===== config.mk =====
export PLATFORM = sky130hd
export DESIGN_NAME = gyro_bias_filter_integrator
export DESIGN_NICKNAME = d
export VERILOG_FILES = /design/src/gbf_pkg.sv /design/src/gyro_bias_filter_integrator.sv
export SDC_FILE = /design/constraint.sdc
export NUM_CORES = 1
export LEC_CHECK = 0
export BUFFER_PORTS_ARGS = -buffer_cell sky130_fd_sc_hd__buf_2
export CORE_UTILIZATION = 30
export DETAILED_ROUTE_END_ITERATION = 12
export SETUP_SLACK_MARGIN = 0.1
export SYNTH_ARGS = -nofsm -noshare
export SYNTH_HDL_FRONTEND = slang
export SYNTH_SLANG_ARGS = --single-unit

===== constraint.sdc =====
create_clock -name clk -period 10.23 [get_ports clk]
set_input_delay 0.5115 -clock clk [delete_from_list [all_inputs] [get_ports clk]]
set_output_delay 0.5115 -clock clk [all_outputs]
set_load 0.05 [all_outputs]

===== src/gbf_pkg.sv =====
`timescale 1ns / 1ps

package gbf_pkg;

    localparam int RATE_W  = 16;
    localparam int ELAP_W  = 16;
    localparam int CNT_W   = 10;
    localparam int SUM_W   = 26;
    localparam int Q_W     = 32;
    localparam int ANGLE_W = 48;
    localparam int FRAC_W  = 16;

    // dividend is |sum| scaled by 2^16
    localparam int DVD_W   = SUM_W + FRAC_W;
    // shift-add multiplier: signed multiplicand up to 33 bits shifted 15 places
    localparam int MUL_W   = 49;
    localparam int STEP_W  = 6;

    localparam int DIV_STEPS = DVD_W;
    localparam int MUL_STEPS = ELAP_W;

    localparam int WARMUP_DROPS = 2;

    localparam logic [CNT_W-1:0]  CALIB_RESET = 10'd500;
    localparam logic [ELAP_W-1:0] ALPHA_Q16   = 16'd9830;

    localparam logic [1:0] MODE_CALIB = 2'd1;
    localparam logic [1:0] MODE_EXEC  = 2'd2;

    localparam logic [7:0] REG_MODE  = 8'd0;
    localparam logic [7:0] REG_CALIB = 8'd1;

    localparam logic [2:0] STAT_WARMUP = 3'd0;
    localparam logic [2:0] STAT_ACCUM  = 3'd1;
    localparam logic [2:0] STAT_OFFSET = 3'd2;
    localparam logic [2:0] STAT_ANGLE  = 3'd3;
    localparam logic [2:0] STAT_IDLE   = 3'd4;

    typedef enum logic [3:0] {
        S_IDLE,
        S_DECIDE,
        S_DIV,
        S_DIV_FIX,
        S_PREP,
        S_MUL_F,
        S_FILT,
        S_ASETUP,
        S_MUL_A,
        S_ANGLE,
        S_OUT
    } gbf_state_t;

endpackage


===== src/gyro_bias_filter_integrator.sv =====
`timescale 1ns / 1ps

// gyro z-axis bias calibration, rate filter and angle integrator
//
// input beats on s_axis carry one rate sample and the milliseconds since the
// previous sample; every input beat yields exactly one beat on m_axis.
// the cfg channel writes mode (index 0) and calib_samples (index 1); it is
// always ready and is meant to be written only while the block is idle.
//
// in idle mode, for warmup / accumulate samples and for an offset from a zero
// count the sample goes from S_DECIDE straight to S_OUT. in execute mode it
// runs two 16-step shift-add multiplies, filter then angle, and skips the
// filter multiply when the sample loads an empty filter. a calibration sample
// that recomputes the offset runs a 42-step restoring divider, one quotient
// bit per cycle. one sample is in flight at a time: no new input beat is
// taken until the last one's result has left the final state.
//
// reset clears the bias, filter, angle and calibration counters, sets mode
// to idle and calib_samples to 500. a stalled receiver holds the output
// register; the next input beat is still taken and worked on, and its
// result waits in the final state until the output register frees up.

module gyro_bias_filter_integrator
    import gbf_pkg::*;
(
    input  logic         clk,
    input  logic         rst_n,

    input  logic         s_axis_tvalid,
    output logic         s_axis_tready,
    // [15:0] rate_z, [31:16] elapsed_ms
    input  logic [31:0]  s_axis_tdata,

    output logic         m_axis_tvalid,
    input  logic         m_axis_tready,
    // [31:0] rate_filtered, [79:32] angle_acc, [111:80] bias_offset,
    // [112] calib_done, [113] saturated, [119:114] zero
    output logic [119:0] m_axis_tdata,
    // [2:0] status
    output logic [2:0]   m_axis_tuser,

    input  logic         cfg_valid,
    output logic         cfg_ready,
    input  logic [7:0]   cfg_index,
    input  logic [15:0]  cfg_data
);

    // control and architectural state
    gbf_state_t         state_reg, state_next;
    logic [1:0]         mode_reg, mode_next;
    logic [CNT_W-1:0]   calib_n_reg, calib_n_next;
    logic [1:0]         warm_reg, warm_next;
    logic [CNT_W-1:0]   cnt_reg, cnt_next;
    logic [SUM_W-1:0]   sum_reg, sum_next;
    logic [Q_W-1:0]     offset_reg, offset_next;
    logic [Q_W-1:0]     filt_reg, filt_next;
    logic [ANGLE_W-1:0] angle_reg, angle_next;
    logic               done_reg, done_next;
    logic               m_valid_reg, m_valid_next;

    // working registers
    logic [RATE_W-1:0]  rate_reg, rate_next;
    logic [ELAP_W-1:0]  elapsed_reg, elapsed_next;
    logic [2:0]         status_reg, status_next;
    logic               sat_reg, sat_next;
    logic [STEP_W-1:0]  step_reg, step_next;
    logic [DVD_W-1:0]   dvd_reg, dvd_next;
    logic [CNT_W-1:0]   rem_reg, rem_next;
    logic               neg_reg, neg_next;
    logic [MUL_W-1:0]   mcand_reg, mcand_next;
    logic [ELAP_W-1:0]  mplier_reg, mplier_next;
    logic [MUL_W-1:0]   prod_reg, prod_next;
    logic [119:0]       out_data_reg, out_data_next;
    logic [2:0]         out_user_reg, out_user_next;

    // helpers
    logic               warm_busy;
    logic               accum_open;
    logic               div_last;
    logic               mul_last;
    logic               out_free;
    logic [SUM_W-1:0]   sum_mag;
    logic [CNT_W:0]     div_shift;
    logic               div_qbit;
    logic [CNT_W:0]     div_diff;
    logic               q_ovf_pos;
    logic               q_ovf_neg;
    logic [Q_W:0]       x_wide;
    logic [Q_W-1:0]     x_sat;
    logic [Q_W:0]       d_wide;
    logic [MUL_W:0]     filt_sum;
    logic [MUL_W-FRAC_W:0] filt_shr;
    logic [Q_W-1:0]     filt_sat;
    logic [MUL_W-1:0]   angle_sum;

    assign warm_busy  = warm_reg < 2'(WARMUP_DROPS);
    assign accum_open = cnt_reg < calib_n_reg;
    assign div_last   = step_reg == STEP_W'(DIV_STEPS - 1);
    assign mul_last   = step_reg == STEP_W'(MUL_STEPS - 1);
    assign out_free   = !m_valid_reg || m_axis_tready;

    assign s_axis_tready = state_reg == S_IDLE;
    assign cfg_ready     = 1'b1;
    assign m_axis_tvalid = m_valid_reg;
    assign m_axis_tdata  = out_data_reg;
    assign m_axis_tuser  = out_user_reg;

    // divider: one restoring step per cycle
    assign sum_mag   = sum_reg[SUM_W-1] ? (~sum_reg + 1'b1) : sum_reg;
    assign div_shift = {rem_reg, dvd_reg[DVD_W-1]};
    assign div_qbit  = div_shift >= {1'b0, cnt_reg};
    assign div_diff  = div_shift - {1'b0, cnt_reg};
    assign q_ovf_pos = |dvd_reg[DVD_W-1:Q_W-1];
    assign q_ovf_neg = (|dvd_reg[DVD_W-1:Q_W]) || (dvd_reg[Q_W-1] && (|dvd_reg[Q_W-2:0]));

    // bias-corrected sample, saturated to 32 bits
    assign x_wide = {rate_reg[RATE_W-1], rate_reg, {FRAC_W{1'b0}}}
                  - {offset_reg[Q_W-1], offset_reg};
    assign x_sat  = (x_wide[Q_W] != x_wide[Q_W-1])
                  ? (x_wide[Q_W] ? {1'b1, {(Q_W-1){1'b0}}} : {1'b0, {(Q_W-1){1'b1}}})
                  : x_wide[Q_W-1:0];
    assign d_wide = {x_sat[Q_W-1], x_sat} - {filt_reg[Q_W-1], filt_reg};

    // filter: f*65536 + alpha*(x - f) + half, floor shift by 16
    assign filt_sum = {prod_reg[MUL_W-1], prod_reg}
                    + {{2{filt_reg[Q_W-1]}}, filt_reg, {FRAC_W{1'b0}}}
                    + (MUL_W+1)'(32768);
    assign filt_shr = filt_sum[MUL_W:FRAC_W];
    assign filt_sat = (filt_shr[MUL_W-FRAC_W:Q_W-1] == {(MUL_W-FRAC_W-Q_W+2){1'b0}} ||
                       filt_shr[MUL_W-FRAC_W:Q_W-1] == {(MUL_W-FRAC_W-Q_W+2){1'b1}})
                    ? filt_shr[Q_W-1:0]
                    : (filt_shr[MUL_W-FRAC_W] ? {1'b1, {(Q_W-1){1'b0}}}
                                              : {1'b0, {(Q_W-1){1'b1}}});

    // angle plus rate times elapsed; the product fits 48 bits signed
    assign angle_sum = {angle_reg[ANGLE_W-1], angle_reg} + prod_reg;

    // next state
    always_comb
    begin
        state_next = state_reg;
        case (state_reg)
            S_IDLE:
            begin
                if (s_axis_tvalid)
                    state_next = S_DECIDE;
            end
            S_DECIDE:
            begin
                case (mode_reg)
                    MODE_CALIB:
                    begin
                        if (warm_busy || accum_open || cnt_reg == '0)
                            state_next = S_OUT;
                        else
                            state_next = S_DIV;
                    end
                    MODE_EXEC:
                        state_next = S_PREP;
                    default:
                        state_next = S_OUT;
                endcase
            end
            S_DIV:
            begin
                if (div_last)
                    state_next = S_DIV_FIX;
            end
            S_DIV_FIX:
                state_next = S_OUT;
            S_PREP:
            begin
                if (filt_reg == '0)
                    state_next = S_ASETUP;
                else
                    state_next = S_MUL_F;
            end
            S_MUL_F:
            begin
                if (mul_last)
                    state_next = S_FILT;
            end
            S_FILT:
                state_next = S_ASETUP;
            S_ASETUP:
                state_next = S_MUL_A;
            S_MUL_A:
            begin
                if (mul_last)
                    state_next = S_ANGLE;
            end
            S_ANGLE:
                state_next = S_OUT;
            S_OUT:
            begin
                if (out_free)
                    state_next = S_IDLE;
            end
            default:
                state_next = S_IDLE;
        endcase
    end

    // datapath and outputs
    always_comb
    begin
        mode_next     = mode_reg;
        calib_n_next  = calib_n_reg;
        warm_next     = warm_reg;
        cnt_next      = cnt_reg;
        sum_next      = sum_reg;
        offset_next   = offset_reg;
        filt_next     = filt_reg;
        angle_next    = angle_reg;
        done_next     = done_reg;
        rate_next     = rate_reg;
        elapsed_next  = elapsed_reg;
        status_next   = status_reg;
        sat_next      = sat_reg;
        step_next     = step_reg + 1'b1;
        dvd_next      = dvd_reg;
        rem_next      = rem_reg;
        neg_next      = neg_reg;
        mcand_next    = mcand_reg;
        mplier_next   = mplier_reg;
        prod_next     = prod_reg;
        out_data_next = out_data_reg;
        out_user_next = out_user_reg;
        m_valid_next  = m_axis_tready ? 1'b0 : m_valid_reg;

        if (cfg_valid)
        begin
            if (cfg_index == REG_MODE)
                mode_next = cfg_data[1:0];
            else if (cfg_index == REG_CALIB)
                calib_n_next = cfg_data[CNT_W-1:0];
        end

        case (state_reg)
            S_IDLE:
            begin
                rate_next    = s_axis_tdata[RATE_W-1:0];
                elapsed_next = s_axis_tdata[RATE_W+ELAP_W-1:RATE_W];
            end
            S_DECIDE:
            begin
                sat_next    = 1'b0;
                status_next = STAT_IDLE;
                step_next   = '0;
                dvd_next    = {sum_mag, {FRAC_W{1'b0}}};
                rem_next    = '0;
                neg_next    = sum_reg[SUM_W-1];
                case (mode_reg)
                    MODE_CALIB:
                    begin
                        if (warm_busy)
                        begin
                            warm_next   = warm_reg + 1'b1;
                            status_next = STAT_WARMUP;
                        end
                        else if (accum_open)
                        begin
                            cnt_next    = cnt_reg + 1'b1;
                            sum_next    = sum_reg
                                        + {{(SUM_W-RATE_W){rate_reg[RATE_W-1]}}, rate_reg};
                            status_next = STAT_ACCUM;
                        end
                        else
                        begin
                            status_next = STAT_OFFSET;
                            if (cnt_reg == '0)
                            begin
                                offset_next = '0;
                                done_next   = 1'b1;
                            end
                        end
                    end
                    MODE_EXEC:
                        status_next = STAT_ANGLE;
                    default:
                        status_next = STAT_IDLE;
                endcase
            end
            S_DIV:
            begin
                dvd_next = {dvd_reg[DVD_W-2:0], div_qbit};
                rem_next = div_qbit ? div_diff[CNT_W-1:0] : div_shift[CNT_W-1:0];
            end
            S_DIV_FIX:
            begin
                done_next = 1'b1;
                if (neg_reg)
                    offset_next = q_ovf_neg ? {1'b1, {(Q_W-1){1'b0}}}
                                            : (~dvd_reg[Q_W-1:0] + 1'b1);
                else
                    offset_next = q_ovf_pos ? {1'b0, {(Q_W-1){1'b1}}}
                                            : dvd_reg[Q_W-1:0];
            end
            S_PREP:
            begin
                step_next   = '0;
                prod_next   = '0;
                mplier_next = ALPHA_Q16;
                mcand_next  = {{(MUL_W-Q_W-1){d_wide[Q_W]}}, d_wide};
                if (filt_reg == '0)
                    filt_next = x_sat;
            end
            S_MUL_F, S_MUL_A:
            begin
                if (mplier_reg[0])
                    prod_next = prod_reg + mcand_reg;
                mcand_next  = {mcand_reg[MUL_W-2:0], 1'b0};
                mplier_next = {1'b0, mplier_reg[ELAP_W-1:1]};
            end
            S_FILT:
                filt_next = filt_sat;
            S_ASETUP:
            begin
                step_next   = '0;
                prod_next   = '0;
                mplier_next = elapsed_reg;
                mcand_next  = {{(MUL_W-Q_W){filt_reg[Q_W-1]}}, filt_reg};
            end
            S_ANGLE:
            begin
                if (angle_sum[MUL_W-1] != angle_sum[ANGLE_W-1])
                begin
                    sat_next   = 1'b1;
                    angle_next = angle_sum[MUL_W-1] ? {1'b1, {(ANGLE_W-1){1'b0}}}
                                                    : {1'b0, {(ANGLE_W-1){1'b1}}};
                end
                else
                begin
                    angle_next = angle_sum[ANGLE_W-1:0];
                end
            end
            S_OUT:
            begin
                if (out_free)
                begin
                    m_valid_next  = 1'b1;
                    out_user_next = status_reg;
                    out_data_next = {6'b0, sat_reg, done_reg, offset_reg, angle_reg, filt_reg};
                end
            end
            default:
            begin
                step_next = step_reg;
            end
        endcase
    end

    always_ff @(posedge clk or negedge rst_n)
    begin
        if (!rst_n)
        begin
            state_reg   <= S_IDLE;
            mode_reg    <= '0;
            calib_n_reg <= CALIB_RESET;
            warm_reg    <= '0;
            cnt_reg     <= '0;
            sum_reg     <= '0;
            offset_reg  <= '0;
            filt_reg    <= '0;
            angle_reg   <= '0;
            done_reg    <= 1'b0;
            m_valid_reg <= 1'b0;
        end
        else
        begin
            state_reg   <= state_next;
            mode_reg    <= mode_next;
            calib_n_reg <= calib_n_next;
            warm_reg    <= warm_next;
            cnt_reg     <= cnt_next;
            sum_reg     <= sum_next;
            offset_reg  <= offset_next;
            filt_reg    <= filt_next;
            angle_reg   <= angle_next;
            done_reg    <= done_next;
            m_valid_reg <= m_valid_next;
        end
    end

    always_ff @(posedge clk)
    begin
        rate_reg     <= rate_next;
        elapsed_reg  <= elapsed_next;
        status_reg   <= status_next;
        sat_reg      <= sat_next;
        step_reg     <= step_next;
        dvd_reg      <= dvd_next;
        rem_reg      <= rem_next;
        neg_reg      <= neg_next;
        mcand_reg    <= mcand_next;
        mplier_reg   <= mplier_next;
        prod_reg     <= prod_next;
        out_data_reg <= out_data_next;
        out_user_reg <= out_user_next;
    end

endmodule

==> impl_results.md <==
* Largest net degree at the start of global routing at a little over 70
* Total Nets Final at 3767
* Largest delay share family, worst path: compound AO/OA/AOI/OAI gates
* RR Startpoint: rate_reg[1]$_DFFE_PP_
* Launch instance of the worst min-delay path: s_axis_tdata[31]
* Count of yosys warnings during synthesis at 0
* Count of final hold-check violations at 0
* Top post-synthesis cells by area: sky130_fd_sc_hd__edfxtp_1 30%, sky130_fd_sc_hd__dfrtp_1 13%, sky130_fd_sc_hd__ha_1 8.9%
* Leading cell type by number of instances after synthesis: sky130_fd_sc_hd__edfxtp_1
* Top-Level Pins at 187
* Post-Route Skew at 0.0343 ns
* # hold bufs at CTS at 1
* Post-Syn Area at 32200 sq um
* Slew Limit Fails at 0
* Clk_lat worst skew at 0.65 ns
* Place WS at 3.93 ns
* Seq/Total Area, Yosys at 0.435
* Setup-failing EPs final at 0
* Post-Syn Instances at 3323
* Number of I/O port buffers at between 150 and 200
* Share of post-route cells with drive strength above 1 at 0.118
* Iteration-0 DRC count of the detailed router at 2227
* Bufs on Longest Clock Path at 3
* First-pass GRT wire length at approximately 140000 um
* Std-Cell Rows at 119
* Routability Congestion at 0.930
* Critical path fanouts, max at 33
* Area of the die at ~110000 sq um
* Library cell contributing the largest single delay on the critical path: sky130_fd_sc_hd__a311oi_4
* Startpoint class of the critical path: flip-flop
* Drt pass-1 iters at 6
* GRT overflow at 0
* Main flop type after synthesis: sky130_fd_sc_hd__edfxtp_1
* Library cells used by synthesis at approximately 120
* Post-Place Cells at about 4.8k
* Number of flip-flops under the largest register name at roughly 110
* Classification of the worst-slack hold path: input pin to flip-flop
* Worst-case setup margin in the final layout at 3.88 ns
* Critical Path Source: rate_reg[1]$_DFFE_PP_
* Via count of the first global-routing pass at approximately 24k
* Number of enable flip-flop cells after synthesis at 326
* Post-Synthesis Mean Instance Area at 9.69 sq um
* Sink Count at between 400 and 500
* Data arrival time at the worst-slack endpoint at 6.85 ns
* Post-CTS setup buffers at 0
* Measured slew at the worst slew-check pin at roughly 1.2 ns
* CP bufs+invs at 1
* CTS Root Cell: sky130_fd_sc_hd__clkbuf_16
* Worst path cell trace: ha_1 > a21o_1 > a21o_1 > a21o_1 > a41o_1 > a31o_2 > a31o_4 > mux2i_4 > buf_4 > a21oi_1 > ha_1 > fa_1 > nor2b_1 > o31a_1 > o211ai_1 > a211oi_1 > o41ai_2 > o2111ai_1 > nand2_1 > a31oi_1 > a311oi_4 > a21o_1
* Antenna violations before repair at 7
* Category of the worst setup path capture point: flip-flop
* Share of async-settable or async-resettable flops after synthesis at 0.340
* Detailed Route WL at about 90000 um
* Most used cell, CP: sky130_fd_sc_hd__a21o_1
* Number of filler instances in the final layout at 10.8k
* Clock input transition at the sequential cells of the worst setup and hold paths at 0.06 ns
* DRC errors left at 0
* TritonCTS clock tree: built
* Fin crit period at 6.35 ns
* HPWL after detailed placement at 70200 um
* Setup repair after global routing missed its margin: false
* Max Cap Violations at 0
* PostCTS Resize Cnt at 0
* Largest stage delay on the critical path at 0.83 ns
* Die W at 330 um
* Initial standard-cell utilization of the core at 0.304
* Per-cell via count in the routed design at between 5 and 6
* Result of the run: completed
* Maximum achievable frequency at 157 MHz
* Total number of vias at 25.7k
* Register bit count reported by yosys at 494
* Utilization after layout at 0.347
* Area growth from synthesis to layout at 14.0%
* Post-route setup TNS at 0 ns
* Top post-synthesis cells by count: 326 x sky130_fd_sc_hd__edfxtp_1, 310 x sky130_fd_sc_hd__nand2_1, 303 x sky130_fd_sc_hd__a21oi_1
* Worst setup path class: flip-flop to flip-flop
* Number of H-tree levels at 2
* Num CTS Buffers at between 50 and 60
* Relative max-transition margin at 0.219
* Dominant cell type by area after synthesis: sky130_fd_sc_hd__edfxtp_1
* Data required time of the worst path at 10.73 ns
* Fin cells at 4912
* Area fraction of the dominant cell type after synthesis at 0.304
* Fraction of the cycle the final worst path needs at 0.621
* Core Region at 106000 sq um
* Routed length per placed instance at about 19 um
* Height of the chip at around 330 um
* Number of nets with antenna violations after detailed routing at 0
* Overall fraction of global-route tracks in use at 0.167
-- layout make-up --
cell class                      count  area (sq um)  share of cell area
Clock buffer                       72          1630              0.0444
Timing Repair Buffer              211          1160              0.0317
Clock inverter                     38           428              0.0117
Inverter                          167           627              0.0171
Antenna cell                        1          2.50           0.0000682
Tap cell                         1391          1740              0.0474
Sequential cell                   494         14000               0.382
Multi-Input combinational cell   2538         17100               0.466
-- stage by stage --
stage,cell area (sq um),hold WS [ns]
finish,36700,0.0513
global route,36700,0.0171
CTS,36700,0.00554
detailed placement,34600,0.406
global placement,34600,0.402
floorplan,32200,0.216
-- worst paths after layout --
path | endpoint | slack [ns] | cells after the start
worst min register to register | m_axis_tuser[0]$_DFFE_PP_ | 0.41 | 0
worst max register to register | mcand_reg[41]$_DFFE_PP_ | 3.88 | 22
max in group asynchronous | sum_reg[2]$_DFFE_PN0P_ | 8.47 | 3
min in group asynchronous | angle_reg[1]$_DFFE_PN0P_ | 0.46 | 2
worst min-delay path | elapsed_reg[15]$_DFFE_PP_ | 0.05 | 1
worst max-delay path | mcand_reg[41]$_DFFE_PP_ | 3.88 | 22
-- cells by family after synthesis --
group,count (synthesis),synth area share
AO/OA/AOI/OAI,1159,0.232
AND/OR/NAND/NOR,906,0.138
flip-flops,494,0.435
buffers and inverters,296,0.0375
adder cells (fa/ha/maj),236,0.0931
XOR/XNOR,210,0.0574
multiplexers,20,0.00707
other,2,0.000233
-- cell usage in the layout (no fill, tap or decap), types with 12 or more instances in the layout --
master / netlist / layout
sky130_fd_sc_hd__clkbuf_16: 0 / 61
sky130_fd_sc_hd__nor2_1: 200 / 200
sky130_fd_sc_hd__a21oi_1: 303 / 302
sky130_fd_sc_hd__o22ai_1: 28 / 28
sky130_fd_sc_hd__nand4_1: 28 / 28
sky130_fd_sc_hd__a22oi_1: 28 / 28
sky130_fd_sc_hd__o21ai_0: 237 / 235
sky130_fd_sc_hd__edfxtp_1: 326 / 326
sky130_fd_sc_hd__ha_1: 230 / 230
sky130_fd_sc_hd__buf_2: 20 / 172
sky130_fd_sc_hd__o21a_1: 41 / 40
sky130_fd_sc_hd__buf_4: 9 / 37
sky130_fd_sc_hd__a21o_1: 132 / 132
sky130_fd_sc_hd__o211ai_1: 29 / 29
sky130_fd_sc_hd__and3_1: 34 / 34
sky130_fd_sc_hd__a211oi_1: 36 / 36
sky130_fd_sc_hd__o21ai_1: 73 / 74
sky130_fd_sc_hd__or2_2: 12 / 12
sky130_fd_sc_hd__nor2b_1: 33 / 33
sky130_fd_sc_hd__nand2_1: 310 / 310
sky130_fd_sc_hd__inv_1: 167 / 166
sky130_fd_sc_hd__mux2_2: 12 / 12
sky130_fd_sc_hd__o21bai_1: 25 / 25
sky130_fd_sc_hd__clkinv_2: 0 / 12
sky130_fd_sc_hd__nand2b_1: 39 / 38
sky130_fd_sc_hd__and2_1: 18 / 17
sky130_fd_sc_hd__a21boi_0: 16 / 16
sky130_fd_sc_hd__dfrtp_1: 162 / 162
sky130_fd_sc_hd__nand3_1: 56 / 56
sky130_fd_sc_hd__xor2_1: 85 / 85
sky130_fd_sc_hd__nor3_1: 64 / 60
sky130_fd_sc_hd__nor4_1: 26 / 26
sky130_fd_sc_hd__a31oi_1: 41 / 41
sky130_fd_sc_hd__o31ai_1: 25 / 24
sky130_fd_sc_hd__xnor2_1: 124 / 123
sky130_fd_sc_hd__or3_1: 22 / 22
-- metal layers --
metal	vias to the layer above	global-route usage	wire length, um
met5	-	0	0
met4	0	0.0360	1880
met3	117	0.0181	4640
met2	675	0.275	43100
met1	12300	0.235	42800
li1	12700	-	-
Power is not shown: default switching activity piles up to over one toggle a cycle in this logic, so the estimate is an artifact.
